$ cat src/rtl/glp_pkg.sv
package glp_pkg;

  localparam int unsigned POP_W      = 40;
  localparam int unsigned RATE_W     = 16;
  localparam int unsigned SHAPE_W    = 16;
  localparam int unsigned YEAR_OUT_W = 16;
  localparam int unsigned CFG_IDX_W  = 3;
  localparam int unsigned CFG_DATA_W = 40;
  localparam int unsigned RATE_FRAC  = 16;
  localparam int unsigned SHAPE_FRAC = 12;
  localparam int unsigned MANT_FRAC  = 30;
  localparam int unsigned MANT_W     = 32;
  localparam int unsigned MUL_AW     = 40;
  localparam int unsigned MUL_BW     = 32;
  localparam int unsigned MUL_PW     = MUL_AW + MUL_BW;
  localparam int unsigned GP_CAP_LOG = 42;

  localparam logic [POP_W-1:0] ONE_Q   = POP_W'(64'd65536);
  localparam logic [POP_W-1:0] POP_MAX = '1;
  localparam logic [63:0]      GP_CAP  = 64'd1 << GP_CAP_LOG;

  localparam logic [CFG_IDX_W-1:0] CFG_GROWTH  = 3'd0;
  localparam logic [CFG_IDX_W-1:0] CFG_CAPAC   = 3'd1;
  localparam logic [CFG_IDX_W-1:0] CFG_SHAPE   = 3'd2;
  localparam logic [CFG_IDX_W-1:0] CFG_INITPOP = 3'd3;
  localparam logic [CFG_IDX_W-1:0] CFG_VIABLE  = 3'd4;
  localparam logic [CFG_IDX_W-1:0] CFG_START   = 3'd5;

  typedef struct packed {
    logic [POP_W-1:0] year_catch;
    logic             restart;
  } glp_in_t;

  typedef struct packed {
    logic [POP_W-1:0]      population;
    logic [POP_W-1:0]      min_population;
    logic [YEAR_OUT_W-1:0] min_year;
    logic                  below_viable;
    logic                  is_minimum_year;
  } glp_out_t;

endpackage

$ cat src/rtl/glp_mul.sv
module glp_mul (
  input  logic                        clk_i,
  input  logic [glp_pkg::MUL_AW-1:0]  a_i,
  input  logic [glp_pkg::MUL_BW-1:0]  b_i,
  output logic [glp_pkg::MUL_PW-1:0]  p_o
);
  import glp_pkg::*;

  logic [MUL_PW-1:0] p_q;

  always_ff @(posedge clk_i) begin
    p_q <= MUL_PW'(a_i) * MUL_PW'(b_i);
  end

  assign p_o = p_q;

endmodule

$ cat config.mk
export PLATFORM = sky130hd
export DESIGN_NAME = glp_mul
export DESIGN_NICKNAME = d
export VERILOG_FILES = /design/src/rtl/glp_pkg.sv /design/src/rtl/glp_mul.sv
export SDC_FILE = /design/constraint.sdc
export NUM_CORES = 2
export LEC_CHECK = 0
export CAP_MARGIN = 20
export CORE_ASPECT_RATIO = 1.75
export CORE_MARGIN = 1
export CORE_UTILIZATION = 30
export CTS_CLUSTER_DIAMETER = 60
export DETAILED_ROUTE_END_ITERATION = 7
export DONT_BUFFER_PORTS = 1
export GPL_TIMING_DRIVEN = 0
export HOLD_SLACK_MARGIN = 0.1
export PLACE_DENSITY_LB_ADDON = 0.12
export SYNTH_ARGS = -nofsm -noshare
export SYNTH_HDL_FRONTEND = slang
export SYNTH_SLANG_ARGS = --single-unit
$ cat constraint.sdc
create_clock -name clk_i -period 9.2 [get_ports clk_i]
set_input_delay 0.46 -clock clk_i [delete_from_list [all_inputs] [get_ports clk_i]]
set_output_delay 0.46 -clock clk_i [all_outputs]
set_load 0.01 [all_outputs]
==> results.json <==
{
  "h-tree-depth": 3,
  "postSynth.topFlopCell": "dfxtp_1",
  "end_kind": "flip-flop",
  "final_common_cell": "inv_1",
  "synth-seq-cells": 72,
  "status": "completed",
  "ys_warn_count": 0,
  "async_flop_share_pct": 0,
  "finalMaxSlewViolations": 0,
  "vias": 32700,
  "crit_buf_inv": 6,
  "core_um2": 139000,
  "synth_cell_types": 59,
  "hpwl_um": 171000,
  "rows": 181,
  "synth_nets": 6253,
  "final_cell_mix": "inv_1, fa_1, nand2_1",
  "yosys-top-cells-area": "fa_1, inv_1, nand2_1",
  "cts.sinks": 72,
  "dieArea_um2": 142000,
  "max_freq_ghz": 0.110,
  "period_share_pct": 99.0,
  "numCtsBuffers": 9,
  "die_x_um": 285,
  "hold_viol_final": 0,
  "grt_pass1_wl_um": 268000,
  "setup_slack_ns": 0.0904,
  "cts_tree": "done",
  "largest_reg_flops": 72,
  "synth-edff-count": 0,
  "synth.cell_area_um2": 42100,
  "arrival_ns": 9.44,
  "routed_wl_um": 192000,
  "ys_seq_area_share_pct": 3.42,
  "worstSetupStartpointType": "input pin",
  "cts_buffer_depth": 2,
  "cp.required_ns": 9.53,
  "die_y_um": 498,
  "min_period_ns": 9.11,
  "cpMostUsedCell": "fa_1",
  "port_buffers": 0,
  "hold_path.class": "in2reg",
  "gp_congestion": 0.974,
  "synthCells": 4773,
  "setup_viol": 0,
  "slowest_delay_ns": 0.72,
  "grt_max_degree": 14,
  "post_route_cells_drive_above_1_share_pct": 3.29,
  "grt_pass1_vias": 36700,
  "drtIter0Drc": 1720,
  "drv_cap": 0,
  "ios": 145,
  "crit_fanout": 10,
  "clkTransAtPathRegs_ns": 0.08,
  "remaining_drc_errors": 0,
  "antenna_left": 0,
  "initial_core_util_pct": 30.3,
  "yosys.area.top_type": "fa_1",
  "nets": 6283,
  "place_ws_ns": -1.55,
  "final_area_um2": 45300,
  "antenna_found_initial": 24,
  "rsz0062_at_grt": "false",
  "cts_setup_buffers": 0,
  "cp_slowest_cell": "clkbuf_1",
  "area_growth_pct": 7.61,
  "grt_usage_pct": 27.7,
  "clockRootBuffer": "clkbuf_16",
  "yosys.area.top_type_share_pct": 54.0,
  "drt-vias-per-instance": 4.90,
  "grt-ovfl-total": 0,
  "worst_pin_slew_ns": 1.13,
  "avgSynthCellArea_um2": 8.82,
  "wl_per_cell_um": 28.8,
  "crit_type": "in2reg",
  "maxSlewHeadroom_pct": 24.4,
  "place_area_um2": 44700,
  "path_delay_family": "adder cells",
  "drtPass1Iterations": 5
}
-- per-layer routing --
metal	vias to the layer above	share of wire, %	global-route usage, %
met1	17400	28	23.6
met4	4	12	28.3
met3	541	4.1	3.90
met5	-	0.013	0
li1	13600	-	-
met2	1119	55	52.6
-- final timing paths --
kind,startpoint,to,cells past startpoint
hold / removal,a_i[0],p_o[0],1
setup / recovery,b_i[26],p_o[71],25
-- synth_stat cells (all sizes together) (5+ instances only) --
master  instances
inv          1247
o21ai          48
o21bai         17
and2          398
xnor2          41
nand2         955
ha            271
clkbuf        266
a211oi          6
nor2           47
a21oi          83
dfxtp          72
a21o           41
nor3            8
buf             7
nand3          12
xor2           29
nand4          19
a31oi           7
a21boi          5
fa           1136
and3            5
o31ai           5
-- repair_timing --
action                                 CTS  global route
pin swaps                                0             1
hold buffers                             0             0
endpoints found under the hold margin    0             0
resized for setup                       82            56
setup endpoints to repair               15             9
gates cloned                             0             0
-- kinds of logic after synthesis --
kind of cell / after synthesis / synth area share (%)
compound gates: 243 / 3.80
xor+xnor: 70 / 1.46
fa+ha+maj: 1407 / 62.0
buf+inv: 1520 / 13.6
flops: 72 / 3.42
simple gates: 1461 / 15.7
-- cell type report --
cell class                      count  area [um2]
Clock inverter                      6        91.3
Timing Repair Buffer               19         320
Buffer                            273        1160
Sequential cell                    72        1440
Fill cell                       15100       93700
Multi-Input combinational cell   3181       35000
Clock buffer                       10         239
Tap cell                         1830        2290
Inverter                         1247        4680
Antenna cell                       31        77.6
-- through the flow --
step | setup TNS (ns) | instances | utilization, % | hold slack, ns
after global placement | -19.59 | 6603 | 31.9 | 0.590
after global routing | 0 | 6657 | 32.6 | 0.126
after CTS | -0.00794 | 6637 | 32.5 | 0.108
after detailed placement | -14.35 | 6621 | 32.2 | 0.591
final | 0 | 6669 | 32.6 | 0.134
after floorplan | 0 | 4773 | - | 0.582
Power is not shown: default switching activity piles up to over one toggle a cycle in this logic, so the estimate is an artifact.
